$ cat config.mk
export PLATFORM = sky130hd
export DESIGN_NAME = tct_queue
export DESIGN_NICKNAME = d
export VERILOG_FILES = /design/src/tct_pkg.sv /design/src/tct_queue.sv
export SDC_FILE = /design/constraint.sdc
export NUM_CORES = 1
export LEC_CHECK = 0
export BUFFER_PORTS_ARGS = -buffer_cell sky130_fd_sc_hd__clkbuf_2
export CORE_ASPECT_RATIO = 1.2
export CORE_UTILIZATION = 56
export DETAILED_ROUTE_END_ITERATION = 8
export GPL_ROUTABILITY_DRIVEN = 0
export GPL_TIMING_DRIVEN = 1
export PLACE_DENSITY_LB_ADDON = 0.3
export SYNTH_ARGS = -nofsm -noshare
export SYNTH_HDL_FRONTEND = slang
export SYNTH_SLANG_ARGS = --single-unit
$ cat constraint.sdc
create_clock -name clk -period 6.9 [get_ports clk]
set_input_delay 0.69 -clock clk [delete_from_list [all_inputs] [get_ports clk]]
set_output_delay 0.69 -clock clk [all_outputs]
set_load 0.01 [all_outputs]
$ cat src/tct_pkg.sv
// Shared types and constants for the text console teletype.
// Holds operation codes, the front-to-back command record and character constants.
// No dependencies.
package tct_pkg;

	localparam int DEF_COLUMNS = 80;
	localparam int DEF_ROWS = 25;
	localparam int MAX_LIN_W = 13;
	localparam int QUEUE_DEPTH = 2;

	localparam logic [7:0] RESET_ATTR = 8'h07;
	localparam logic [7:0] CHAR_SPACE = 8'h20;
	localparam logic [7:0] CHAR_NEWLINE = 8'h0a;

	typedef enum logic [1:0] {
		OP_PUT   = 2'd0,
		OP_MOVE  = 2'd1,
		OP_CLEAR = 2'd2,
		OP_READ  = 2'd3
	} op_t;

	typedef enum logic [2:0] {
		CMD_PUT,
		CMD_NEWLINE,
		CMD_MOVE,
		CMD_BAD_MOVE,
		CMD_CLEAR,
		CMD_READ,
		CMD_READ_NONE
	} cmd_kind_t;

	typedef struct packed {
		cmd_kind_t              kind;
		logic [7:0]             ch;
		logic [7:0]             attr;
		logic [6:0]             col;
		logic [5:0]             row;
		logic [MAX_LIN_W-1:0]   lin;
		logic [10:0]            index;
	} cmd_t;

endpackage

$ cat src/tct_queue.sv
// Short command queue between the front end and the back end.
// Depends on tct_pkg.
module tct_queue (
	input  logic          clk,
	input  logic          arst_n,
	input  logic          push,
	input  tct_pkg::cmd_t wdata,
	output logic          full,
	input  logic          pop,
	output logic          empty,
	output tct_pkg::cmd_t head
);

	localparam int DEPTH = tct_pkg::QUEUE_DEPTH;
	localparam int PW = $clog2(DEPTH);

	tct_pkg::cmd_t  entry_q [DEPTH];
	logic [PW-1:0]  wptr_q;
	logic [PW-1:0]  rptr_q;
	logic [PW:0]    count_q;

	assign full = (count_q == (PW+1)'(DEPTH));
	assign empty = (count_q == '0);
	assign head = entry_q[rptr_q];

	always_ff @(posedge clk) begin
		if (push) begin
			entry_q[wptr_q] <= wdata;
		end
	end

	always_ff @(posedge clk or negedge arst_n) begin
		if (!arst_n) begin
			wptr_q <= '0;
			rptr_q <= '0;
			count_q <= '0;
		end else begin
			if (push) begin
				wptr_q <= (wptr_q == PW'(DEPTH - 1)) ? '0 : wptr_q + 1'b1;
			end
			if (pop) begin
				rptr_q <= (rptr_q == PW'(DEPTH - 1)) ? '0 : rptr_q + 1'b1;
			end
			if (push && !pop) begin
				count_q <= count_q + 1'b1;
			end else if (pop && !push) begin
				count_q <= count_q - 1'b1;
			end
		end
	end

endmodule

==> results.md <==
* Diodes inserted at 0
* CTS Buf Count at 17
* DR WL/cell at 17.2 um
* Reg2Reg Depth at 2
* Leakage Power at 2.29 nW
* H-tree lvl count at 4
* P per Cell Area at 442 mW/mm2
* First-pass GRT wire length at 10,700 um
* Vert. Die Dim at 98.5 um
* RSZ-0062 raised after global routing: false
* Via count at 2,180
* CP Launch Type: flop
* Yosys warns at 0
* Yosys top cell by area: edfxtp_1
* Peak VDD IR at 0.311 mV
* Metal3 WL at 483 um
* R2R setup slack at 4980 ps
* Max Clock Freq at 0.320 GHz
* Vias per std cell at 5.11
* DRT met1 WL at 2910 um
* Post-CTS Setup Repair Bufs at 0
* Highest Signal Layer: met4
* Max FO, Critical Path at 32
* Worst slack, placed at 4270 ps
* RR Endpoint: entry_q[1][5]
* Min Tclk post-route at 3130 ps
* Yosys cell types at 13
* Root Driver: clkbuf_8
* Hold wc startpoint: wdata[46]
* Crit path DAT at 2440 ps
* Worst slew margin at 51.3%
* Max-cap violation count at 0
* Number of port buffers at 117
* Final Cell Area at 0.00562 mm2
* Critical Setup Path Class: flop to primary output
* Net count after synthesis at 251
* Yosys reg bits at 116
* Num rows at 34
* CTS tree: built
* Final Hold Viols at 0
* Number of global-route vias before repair at 2,240
* Layout cells sized above 1 at 61.1%
* Initial antenna violation count at 0
* Synth top area share at 77.4%
* Final setup vio count at 0
* Synth Instances at 190
* Post-Syn Area at 0.00435 mm2
* Synth-to-Final Area Change at 29.2%
* WP data required at 6210 ps
* Clk_lat worst skew at 500 ps
* Final wirelength at 7330 um
* Drt pass-1 iters at 5
* Total GRT Usage at 19.3%
* DP HPWL at 4640 um
* Final WS setup at 3770 ps
* Sequential share of the synthesized area at 79.7%
* Final Power at 2.48 mW
* Grt total ovfl at 0
* Residual DRC at 0
* CTS clk-pin slew, worst paths at 50 ps
* Die area at 0.00812 mm2
* Setup crit end kind: primary output
* Nets at 385
* Final Slew Violations at 0
* Setup TNS at 0 ps
* Area contributors post-synth: edfxtp_1 77%, mux2_4 10%, mux2_2 6.7%
* Placed Area at 0.00502 mm2
* Tcrit/Tclk final at 45.3%
* Min-Delay Path Class: input port to flop
* Smallest hold slack at 376 ps
* Clk_skew at 15.3 ps
* Reg2Reg Launch Point: wptr_q
* Starting Density at 58.7%
* Max clock buf depth at 2
* IO Count at 118
* Antenna-violating nets left at 0
* Drt first-iter violations at 114
* Hold Crit Depth at 1
* Routed wl met2 at 3860 um
* Outcome: finished clean
* Clock sink total at 116
* WHS Endpoint: entry_q[0][46]
* Largest net degree at the start of global routing at 57
* Synthesized area per cell at 22.9 um2
* Core Area at 0.00740 mm2
* Die W at 82.4 um
* Worst slew pin tran at 731 ps
cell usage after synthesis, drive strengths merged:
cell type  instances
edfxtp           112
xnor2              1
buf                6
nor2b              2
ha                 1
nor2               2
dfrtp              4
mux2              56
inv                1
and2               1
xor2               4
cell usage in the layout, fill, tap and decap left out:
cell type	Yosys	final
and2_2	0	1
buf_4	0	3
bufinv_16	0	4
clkbuf_1	0	2
clkbuf_16	0	16
clkbuf_2	0	117
clkbuf_8	0	1
clkinv_1	0	3
clkinv_2	0	5
clkinvlp_4	0	1
dfrtp_1	4	3
dfrtp_2	0	1
dlygate4sd3_1	0	1
edfxtp_1	112	112
ha_1	1	1
inv_1	1	1
mux2_2	26	26
mux2_4	30	30
nor2_1	2	2
nor2b_1	2	1
nor2b_4	0	1
xnor2_1	1	1
xor2_1	4	4
cell type report:
class,count,area (um2)
multi-input cells,67,835
inverters,1,3.75
clock buffers,19,422
flip-flops and latches,116,3460
clock inverters,13,164
fillers,456,1780
repair buffers,121,618
well taps,90,113
state kept, by name (all words and copies together) (netlist names):
name,cells
count_q,2
rptr_q,1
wptr_q,1
entry_q,112
kinds of logic (layout without fill, tap and decap cells):
group | count (synthesis) | after routing | synth area share, %
fa+ha+maj | 1 | 1 | 0.288
mux | 56 | 56 | 17.1
buf+inv | 7 | 154 | 1.35
simple gates | 5 | 5 | 0.604
flops | 116 | 116 | 79.7
xor+xnor | 5 | 5 | 1.01
power by group:
group | switching (mW) | internal [mW]
registers | 0.0751 | 0.939
clock network | 0.274 | 0.577
logic | 0.298 | 0.319
worst max-delay path by stage:
stage | cells after the start | to | slack (ps) | startpoint
after floorplan | 1 | entry_q[0][0] | 3260 | push
after global placement | 3 | head[31] | 4290 | rptr_q
after detailed placement | 3 | head[32] | 4270 | rptr_q
after CTS | 3 | head[35] | 3730 | rptr_q
after global routing | 3 | head[32] | 3640 | rptr_q
final | 3 | head[32] | 3770 | rptr_q
layer usage:
| metal | vias up | track usage [%] |
|---|---|---|
| li1 | 1026 | - |
| met1 | 1063 | 21.0 |
| met2 | 85 | 31.3 |
| met3 | 6 | 8.70 |
| met4 | 0 | 9.31 |
| met5 | - | 0 |
stage by stage:
step | instances | util (%)
2_1_floorplan | 190 | -
3_5_place_dp | 394 | 67.9
4_1_cts | 427 | 75.9
3_3_place_gp | 394 | 67.9
5_1_grt | 427 | 75.9
6_report | 427 | 75.9
worst max-delay path: stages, from the launching register on:
cell and delay, ps:
dfrtp_2 820, buf_4 570, mux2_2 410, clkbuf_2 130
what timing repair did:
action                    4_1_cts  5_1_grt
hold buffers                    1        0
hold endpoints to repair        4        0
gates resized for setup         0        0
Power figures use the tool's default switching activity.
