**src/tct_pkg.sv**
```systemverilog
// Shared types and constants for the text console teletype.
// Holds operation codes, the front-to-back command record and character constants.
// No dependencies.
package tct_pkg;

	localparam int DEF_COLUMNS = 80;
	localparam int DEF_ROWS = 25;
	localparam int MAX_LIN_W = 13;
	localparam int QUEUE_DEPTH = 2;

	localparam logic [7:0] RESET_ATTR = 8'h07;
	localparam logic [7:0] CHAR_SPACE = 8'h20;
	localparam logic [7:0] CHAR_NEWLINE = 8'h0a;

	typedef enum logic [1:0] {
		OP_PUT   = 2'd0,
		OP_MOVE  = 2'd1,
		OP_CLEAR = 2'd2,
		OP_READ  = 2'd3
	} op_t;

	typedef enum logic [2:0] {
		CMD_PUT,
		CMD_NEWLINE,
		CMD_MOVE,
		CMD_BAD_MOVE,
		CMD_CLEAR,
		CMD_READ,
		CMD_READ_NONE
	} cmd_kind_t;

	typedef struct packed {
		cmd_kind_t              kind;
		logic [7:0]             ch;
		logic [7:0]             attr;
		logic [6:0]             col;
		logic [5:0]             row;
		logic [MAX_LIN_W-1:0]   lin;
		logic [10:0]            index;
	} cmd_t;

endpackage

```
**src/tct_if.sv**
```systemverilog
// Request and response channel interfaces of the text console teletype.
// Valid/ready handshake with the payload fields; no package dependency.
interface tct_in_if;
	logic       valid;
	logic       ready;
	logic [1:0] operation;
	logic [7:0] char_code;
	logic [6:0] column;
	logic [5:0] row;
	logic [7:0] fill_attribute;
	logic [10:0] cell_index;

	modport source (output valid, operation, char_code, column, row, fill_attribute,
		cell_index, input ready);
	modport sink (input valid, operation, char_code, column, row, fill_attribute,
		cell_index, output ready);
endinterface


```
**src/tct_front.sv**
```systemverilog
// Front end: accepts request transactions, decodes them into commands.
// Depends on tct_pkg and tct_in_if.
module tct_front #(
	parameter int SCREEN_COLUMNS = tct_pkg::DEF_COLUMNS,
	parameter int SCREEN_ROWS = tct_pkg::DEF_ROWS
) (
	tct_in_if.sink        req,
	input  logic          q_full,
	output logic          push,
	output tct_pkg::cmd_t cmd
);

	localparam int CELLS = SCREEN_COLUMNS * SCREEN_ROWS;
	localparam int LW = tct_pkg::MAX_LIN_W;

	logic          col_bad;
	logic          row_bad;
	logic [6:0]    col0;
	logic [5:0]    row0;
	tct_pkg::op_t  op;

	assign req.ready = !q_full;
	assign push = req.valid && !q_full;

	assign op = tct_pkg::op_t'(req.operation);
	assign col0 = req.column - 7'd1;
	assign row0 = req.row - 6'd1;
	assign col_bad = (req.column == 7'd0) || (32'(req.column) > SCREEN_COLUMNS);
	assign row_bad = (req.row == 6'd0) || (32'(req.row) > SCREEN_ROWS);

	always_comb begin
		cmd.ch = req.char_code;
		cmd.attr = req.fill_attribute;
		cmd.col = col0;
		cmd.row = row0;
		cmd.lin = LW'(row0) * LW'(SCREEN_COLUMNS) + LW'(col0);
		cmd.index = req.cell_index;
		unique case (op)
			tct_pkg::OP_PUT: begin
				cmd.kind = (req.char_code == tct_pkg::CHAR_NEWLINE) ?
					tct_pkg::CMD_NEWLINE : tct_pkg::CMD_PUT;
			end
			tct_pkg::OP_MOVE: begin
				cmd.kind = (col_bad || row_bad) ? tct_pkg::CMD_BAD_MOVE : tct_pkg::CMD_MOVE;
			end
			tct_pkg::OP_CLEAR: begin
				cmd.kind = tct_pkg::CMD_CLEAR;
			end
			default: begin
				cmd.kind = (32'(req.cell_index) < CELLS) ?
					tct_pkg::CMD_READ : tct_pkg::CMD_READ_NONE;
			end
		endcase
	end

endmodule

```
**src/flat_wrapper.sv**
```systemverilog
// flat-port wrapper written by rule: the top's interface ports become plain ports
module tct_front_flat 
#(
	parameter int SCREEN_COLUMNS = tct_pkg::DEF_COLUMNS,
	parameter int SCREEN_ROWS = tct_pkg::DEF_ROWS
)
  (q_full, push, cmd, req_valid, req_operation, req_char_code, req_column, req_row, req_fill_attribute, req_cell_index, req_ready);
  tct_in_if req_i ();
  input  logic q_full;
  output logic push;
  output tct_pkg::cmd_t cmd;
  input wire logic [$bits(req_i.valid)-1:0] req_valid;
  input wire logic [$bits(req_i.operation)-1:0] req_operation;
  input wire logic [$bits(req_i.char_code)-1:0] req_char_code;
  input wire logic [$bits(req_i.column)-1:0] req_column;
  input wire logic [$bits(req_i.row)-1:0] req_row;
  input wire logic [$bits(req_i.fill_attribute)-1:0] req_fill_attribute;
  input wire logic [$bits(req_i.cell_index)-1:0] req_cell_index;
  output wire logic [$bits(req_i.ready)-1:0] req_ready;
  assign req_i.valid = req_valid;
  assign req_i.operation = req_operation;
  assign req_i.char_code = req_char_code;
  assign req_i.column = req_column;
  assign req_i.row = req_row;
  assign req_i.fill_attribute = req_fill_attribute;
  assign req_i.cell_index = req_cell_index;
  assign req_ready = req_i.ready;
  tct_front #(.SCREEN_COLUMNS(SCREEN_COLUMNS), .SCREEN_ROWS(SCREEN_ROWS)) u_core (.req(req_i), .q_full(q_full), .push(push), .cmd(cmd));
endmodule
```
**config.mk**
```make
export PLATFORM = sky130hd
export DESIGN_NAME = tct_front_flat
export DESIGN_NICKNAME = d
export VERILOG_FILES = /design/src/tct_pkg.sv /design/src/tct_if.sv /design/src/tct_front.sv /design/src/flat_wrapper.sv
export SDC_FILE = /design/constraint.sdc
export NUM_CORES = 1
export LEC_CHECK = 0
export BUFFER_PORTS_ARGS = -buffer_cell sky130_fd_sc_hd__buf_2
export CORE_ASPECT_RATIO = 0.9
export CORE_MARGIN = 2
export CORE_UTILIZATION = 41
export DETAILED_ROUTE_END_ITERATION = 8
export PLACE_DENSITY = 0.9
export SLEW_MARGIN = 20
export SYNTH_ARGS = -nofsm -noshare
export SYNTH_HDL_FRONTEND = slang
export SYNTH_SLANG_ARGS = --single-unit
```
**constraint.sdc**
```tcl
create_clock -name vclk -period 6.7
set_clock_uncertainty 0.1 [all_clocks]
set_input_delay 1.34 -clock vclk [all_inputs]
set_output_delay 1.34 -clock vclk [all_outputs]
set_load 0.01 [all_outputs]
```
==> results of run 1 <==
==> power by group through the flow <==
stage                     clock network [mW]  registers [mW]  logic, mW
after floorplan                            0               0      0.106
after global placement                     0               0      0.139
after detailed placement                   0               0      0.142
after CTS                                  0               0      0.143
after global routing                       0               0      0.156
final                                      0               0      0.141
==> layout make-up <==
| cell class | count | area [sq um] | share of cell area (%) |
|---|---|---|---|
| Inverter | 14 | 52.6 | 4.33 |
| Multi-Input combinational cell | 92 | 736 | 60.6 |
| Timing Repair Buffer | 78 | 390 | 32.2 |
| Tap cell | 28 | 35.0 | 2.89 |
==> cell usage after synthesis (2+ instances only) <==
cell / n / share of area, %
buf_4: 31 / 22
inv_1: 14 / 5.1
xnor2_1: 14 / 12
ha_1: 13 / 16
o21ai_0: 8 / 3.9
a21oi_1: 6 / 2.9
xor2_1: 6 / 5.1
a21o_1: 5 / 3.6
nand2_1: 5 / 1.8
nor2b_1: 4 / 2.4
nor3_1: 4 / 1.9
clkbuf_1: 3 / 1.1
nor2_1: 3 / 1.1
nor4_1: 3 / 1.8
fa_1: 2 / 3.9
nand3_1: 2 / 0.97
nor3b_1: 2 / 1.4
==> cell families (layout without fill, tap and decap cells) <==
group / Yosys count / in the layout / synth area share [%]
XOR/XNOR: 20 / 20 / 16.9
buffers and inverters: 49 / 92 / 29.1
AO/OA/AOI/OAI: 24 / 24 / 15.2
adder cells (fa/ha/maj): 15 / 15 / 19.5
AND/OR/NAND/NOR: 33 / 33 / 19.3
==> critical path, stage by stage <==
cell and delay (ns):
buf_2 0.13, or3_1 0.43, xor2_1 0.47, xnor2_1 0.13
ha_1 0.24, fa_1 0.41, xnor2_1 0.17, or3b_2 0.51
nor3b_2 0.21, xnor2_1 0.13, buf_2 0.14
==> through the flow <==
| stage | instance area [sq um] | instances |
|---|---|---|
| 2_1_floorplan | 1040 | 141 |
| 3_3_place_gp | 1210 | 212 |
| 3_5_place_dp | 1210 | 212 |
| 4_1_cts | 1210 | 212 |
| 5_1_grt | 1210 | 212 |
| 6_report | 1210 | 212 |
==> worst max path at each step <==
stage / start / endpoint / slack [ns] / depth (start not counted)
4_1_cts: req_row[2] / cmd[23] / 0.95 / 11
6_report: req_row[2] / cmd[23] / 0.95 / 11
3_3_place_gp: req_row[2] / cmd[23] / 1.06 / 11
3_5_place_dp: req_row[2] / cmd[23] / 0.96 / 11
2_1_floorplan: req_row[1] / cmd[23] / 1.31 / 10
5_1_grt: req_row[2] / cmd[23] / 0.76 / 11
==> metal layers <==
metal	wire length (um)	share of wire, %	vias to the layer above	GRT usage, %
li1	-	-	530	-
met3	144	6.3	2	0.746
met5	0	0	-	0
met2	1100	48	33	23.9
met1	1040	46	439	18.8
met4	2	0.088	0	0.775
==> results.toml, run 1 <==
[route]
viasPerCell = 4.74
antenna_left = 0
route.detailed.drc = 0
drt_pass1_iterations = 3
routed_wirelength_um = 2280
dr_total_vias = 1004
routedWlPerCell_um = 10.8
first_iter_violations = 9

[outcome]
status = "finished clean"

[die]
num_io_pins = 102
start_util_pct = 42.8
die_w_um = 57.0
die_h_um = 51.7
die_area_sq_mm = 0.00295
core_sq_mm = 0.00242
num_rows = 17

[finish]
drive_above_1_share_pct = 45.1
layout_common_cells = "buf_2 (78), xnor2_1 (14), inv_1 (14)"
final_common_cell = "buf_2"
nFlopsAndLatches = 0
diodes = 0
fin_nets = 245
fillers = 258
regArea_sq_um = 0
final_util_pct = 50.1
area_growth_pct = 17.0
n_clock_buffer = 0

[clock_tree]
post-cts-setup-buffers = 0
holdBufCountCts = 0
ctsResizeCount = 0

[synth]
syn_nets = 200
syn_inst = 141
avgSynthCellArea_sq_um = 7.36
yosysSeqAreaShare_pct = 0
netlist_area_sq_mm = 0.00104
synth.distinct_cells = 33
synth_warnings = 0

[flow_run]
maxCapViolCount = 0

[sta]
maxSlewViolCount = 0
min_period_over_period_pct = 85.8
setup_viol = 0
hold_ws_ns = 2.58
finalHoldViolations = 0
fmax_mhz = 174
setup_ws_ns = 0.952
rsz0062_at_grt = "no"
tightest_slew_ns = 0.525
min_period_ns = 5.75
slew_headroom_pct = 64.8
setup_tns_ns = 0

[power_and_ir_drop]
clock_power_share_pct = 0
intPower_uw = 65.6
sw_frac_of_total_pct = 53.6
p_seq_share_pct = 0
leakage_nw = 0.669
power_density_mw_per_mm2 = 116
pwr-share-comb_pct = 100.0
vdd.ir_drop.worst_mv = 0.0957
p_switching_uw = 75.7
power.total_uw = 141

[setup_path]
endpoint_kind = "output port"
crit_fanout = 6
critPathRequiredTime_ns = 5.26
startpoint_type = "input pin"
worstPathArrival_ns = 4.31
critPathKind = "in2out"

[global_route]
track_usage_pct = 13.5
grt_start_max_net_pins = 10
grt_pass1_wl_um = 3300
antenna_found_initial = 0
grt_remaining_overflow = 0
grt_pass1_vias = 785

[placed_design]
portBuffers = 78
dp_hpwl_um = 2100
gp_congestion = 0.767
dp_slack_ns = 0.962

[worst_hold_path]
worstHoldStart = "req_cell_index[2]"
whs_path_depth = 0
min_to = "cmd[2]"
hold_path.class = "in2out"
Power figures use the tool's default switching activity.
==> run 2: changes to the inputs <==
RECOVER_POWER = 50   (was unset)
SETUP_SLACK_MARGIN = 0.3   (was unset)
==> run 2 against run 1 <==
Combinational power about the same. Global-route usage did not move. Final area down 1.8%. Worst setup slack improved by 0.0035 ns. Routed wire length grew 1.0%. Maximum frequency is essentially flat. Highest routed layer unchanged.
==> results.toml, run 2 (synthesis results as in run 1) <==
[die]
die_w_um = 57.0
core_sq_mm = 0.00242
die_area_sq_mm = 0.00295
start_util_pct = 42.8
die_h_um = 51.7
num_io_pins = 102
num_rows = 17

[sta]
tightest_slew_ns = 0.525
rsz0062_at_grt = "no"
setup_tns_ns = 0
hold_ws_ns = 2.58
fmax_mhz = 174
finalHoldViolations = 0
setup_viol = 0
min_period_over_period_pct = 85.7
maxSlewViolCount = 0
min_period_ns = 5.74
slew_headroom_pct = 64.9

[setup_path]
startpoint = "req_row[2]"
critPathRequiredTime_ns = 5.26
startpoint_type = "input pin"
crit_fanout = 6
worstPathArrival_ns = 4.30
endpoint_kind = "output port"
critPathKind = "in2out"

[finish]
regArea_sq_um = 0
final_common_cell = "buf_2"
nFlopsAndLatches = 0
area_growth_pct = 15.0
layout_common_cells = "buf_2 (61), clkbuf_1 (17), xnor2_1 (14), inv_1 (14), ha_1 (13)"
final_util_pct = 49.2
postLayoutCellArea_sq_mm = 0.00119
drive_above_1_share_pct = 35.9
fin_nets = 245
diodes = 0
n_clock_buffer = 0

[global_route]
grt_start_max_net_pins = 10
grt_pass1_wl_um = 3300
track_usage_pct = 13.5
antenna_found_initial = 0
grt_pass1_vias = 785
grt_remaining_overflow = 0

[clock_tree]
ctsResizeCount = 0
post-cts-setup-buffers = 0
holdBufCountCts = 0

[route]
viasPerCell = 4.72
antenna_left = 0
routed_wirelength_um = 2310
routedWlPerCell_um = 10.9
drt_pass1_iterations = 2
first_iter_violations = 7
route.detailed.drc = 0
dr_total_vias = 1000

[worst_hold_path]
worstHoldStart = "req_cell_index[2]"
hold_path.class = "in2out"

[placed_design]
portBuffers = 78
gp_congestion = 0.767
dp_hpwl_um = 2100
dpl_cell_area_sq_mm = 0.00121

[power_and_ir_drop]
power_density_mw_per_mm2 = 117
leakage_nw = 0.622
vdd.ir_drop.worst_mv = 0.0956

[outcome]
status = "finished clean"

[flow_run]
maxCapViolCount = 0
==> run 2: changes by cell type in the layout (fill, tap and decap cells not counted), sizes merged <==
cell | previous run | this run
buf | 78 | 61
clkbuf | 0 | 17
==> run 2: worst paths after layout <==
check,to,slack [ns],depth (start not counted)
worst max-delay path,cmd[23],0.96,11
worst min-delay path,cmd[2],2.58,0
==> run 2: area by class of cell <==
cell class	count	area [sq um]
fillers	265	1230
inverters	14	52.6
multi-input cells	92	736
well taps	28	35.0
repair buffers	78	369
==> run 2: through the flow <==
| stage | setup WS (ns) | total power, mW | std cells |
|---|---|---|---|
| 6_report | 0.955 | 0.140 | 212 |
| 5_1_grt | 0.758 | 0.154 | 212 |
| 4_1_cts | 0.954 | 0.143 | 212 |
| 3_5_place_dp | 0.962 | 0.142 | 212 |
| 3_3_place_gp | 1.06 | 0.139 | 212 |
| 2_1_floorplan | 1.31 | 0.106 | 141 |
==> run 2: power by group <==
part	total (mW)	internal, mW	switching (mW)
logic	0.140	0.0642	0.0758
registers	0	0	0
clock network	0	0	0
==> run 2: critical path, cell delays in order <==
cell,delay (ns)
buf_2,0.13
or3_1,0.43
xor2_1,0.47
xnor2_1,0.13
ha_1,0.24
fa_1,0.41
xnor2_1,0.17
or3b_2,0.51
nor3b_2,0.21
xnor2_1,0.13
buf_2,0.14
==> run 2: layer usage <==
metal | global-route usage, % | part of all wire, % | up-vias
met2 | 23.9 | 48 | 33
met3 | 0.746 | 6.3 | 2
met4 | 0.775 | 0.087 | 0
li1 | - | - | 528
met5 | 0 | 0 | -
met1 | 18.8 | 46 | 437
==> run 3: changes to the inputs <==
CORE_MARGIN = 4   (was 2)
==> run 3 against run 2 <==
Total power up 0.19%. Worst setup slack gained 0.0062 ns. Worst hold slack is the same. Highest routed layer is now met3. Maximum frequency is 0.11% higher. Non-clock buffer count did not move. Routed wire length grew 3.8%. Global-route usage hardly changed. Die area is 15% higher. Clock-buffer cell count unchanged. Sequential share of layout area is the same.
==> results.toml, run 3 (synthesis results as in run 1) <==
[outcome]
status = "finished clean"

[sta]
finalHoldViolations = 0
tightest_slew_ns = 0.500
setup_viol = 0
slew_headroom_pct = 66.6
min_period_ns = 5.74
maxSlewViolCount = 0
min_period_over_period_pct = 85.6
fmax_mhz = 174
hold_ws_ns = 2.58
setup_tns_ns = 0
rsz0062_at_grt = "no"

[power_and_ir_drop]
sw_frac_of_total_pct = 54.2
clock_power_share_pct = 0
intPower_uw = 64.2
power_density_mw_per_mm2 = 118
leakage_nw = 0.622
pwr-share-comb_pct = 100.0
p_seq_share_pct = 0
p_switching_uw = 76.0
vdd.ir_drop.worst_mv = 0.0979

[die]
die_h_um = 55.7
start_util_pct = 42.8
num_rows = 17
die_w_um = 61.0
die_area_sq_mm = 0.00340
core_sq_mm = 0.00242
num_io_pins = 102

[setup_path]
worstPathArrival_ns = 4.30
cp_common_cell = "xnor2_1"
cpMaxStageDelayCell = "or3b_2"
max_stage_delay_ns = 0.51
endpoint_kind = "output port"
crit_fanout = 6
critPathKind = "in2out"
startpoint_type = "input pin"
cp_cell_sequence = "buf_2, or3_1, xor2_1, xnor2_1, ha_1, fa_1, xnor2_1, or3b_2, nor3b_2, xnor2_1, buf_2"
critPathRequiredTime_ns = 5.26

[route]
route.detailed.drc = 0
drt_pass1_iterations = 2
routed_wirelength_um = 2390
viasPerCell = 4.71
antenna_left = 0
routedWlPerCell_um = 11.3
dr_total_vias = 998
first_iter_violations = 9

[finish]
n_clock_buffer = 0
area_growth_pct = 15.0
fin_nets = 245
final_common_cell = "buf_2"
layout_common_cells = "buf_2 (61), clkbuf_1 (17), xnor2_1 (14), inv_1 (14), ha_1 (13)"
diodes = 0
regArea_sq_um = 0
nFlopsAndLatches = 0
drive_above_1_share_pct = 35.9
fillers = 269

[global_route]
grt_start_max_net_pins = 10
grt_pass1_wl_um = 3940
grt_remaining_overflow = 0
antenna_found_initial = 0
track_usage_pct = 13.5
grt_pass1_vias = 932

[placed_design]
portBuffers = 78
dp_hpwl_um = 2240
gp_congestion = 0.743

[flow_run]
maxCapViolCount = 0

[clock_tree]
ctsResizeCount = 0
post-cts-setup-buffers = 0
holdBufCountCts = 0

[worst_hold_path]
hold_path.class = "in2out"
## run 3: per-layer routing
layer  vias up  track usage (%)  routed length [um]
met2        35             23.6                1170
met1       434             18.1                1020
met3         0             1.39                 202
met5         -                0                   0
li1        529                -                   -
met4         0            0.929                   0
## run 3: final timing paths
check / from / slack (ns) / depth (start not counted) / to
worst max-delay path: req_row[2] / 0.96 / 11 / cmd[23]
worst min-delay path: req_cell_index[2] / 2.58 / 0 / cmd[2]
## run 3: worst max-delay path, delay by kind of cell
kind	cells	cell delay, ns
and+or+nand+nor	3	1.15
xor gates and xnor gates	4	0.88
adders and majority gates	2	0.66
buffers and inverters	2	0.27
## run 3: power groups by stage
stage               logic [mW]  registers, mW  clock network (mW)
detailed placement       0.143              0                   0
floorplan                0.106              0                   0
CTS                      0.144              0                   0
global route             0.157              0                   0
finish                   0.140              0                   0
global placement         0.140              0                   0
## run 3: layout make-up
class	count	area (sq um)	area share [%]
timing repair buffer	78	369	31.0
multi-input combinational	92	736	61.7
tap	28	35.0	2.94
inverter	14	52.6	4.41
## run 3: stage by stage
step / total power [mW] / instances / area (sq um) / worst slack, ns / util (%)
3_5_place_dp: 0.143 / 212 / 1210 / 0.951 / 50.1
6_report: 0.140 / 212 / 1190 / 0.962 / 49.2
4_1_cts: 0.144 / 212 / 1210 / 0.954 / 50.1
5_1_grt: 0.157 / 212 / 1190 / 0.783 / 49.2
3_3_place_gp: 0.140 / 212 / 1210 / 1.06 / 50.1
2_1_floorplan: 0.106 / 141 / 1040 / 1.31 / -
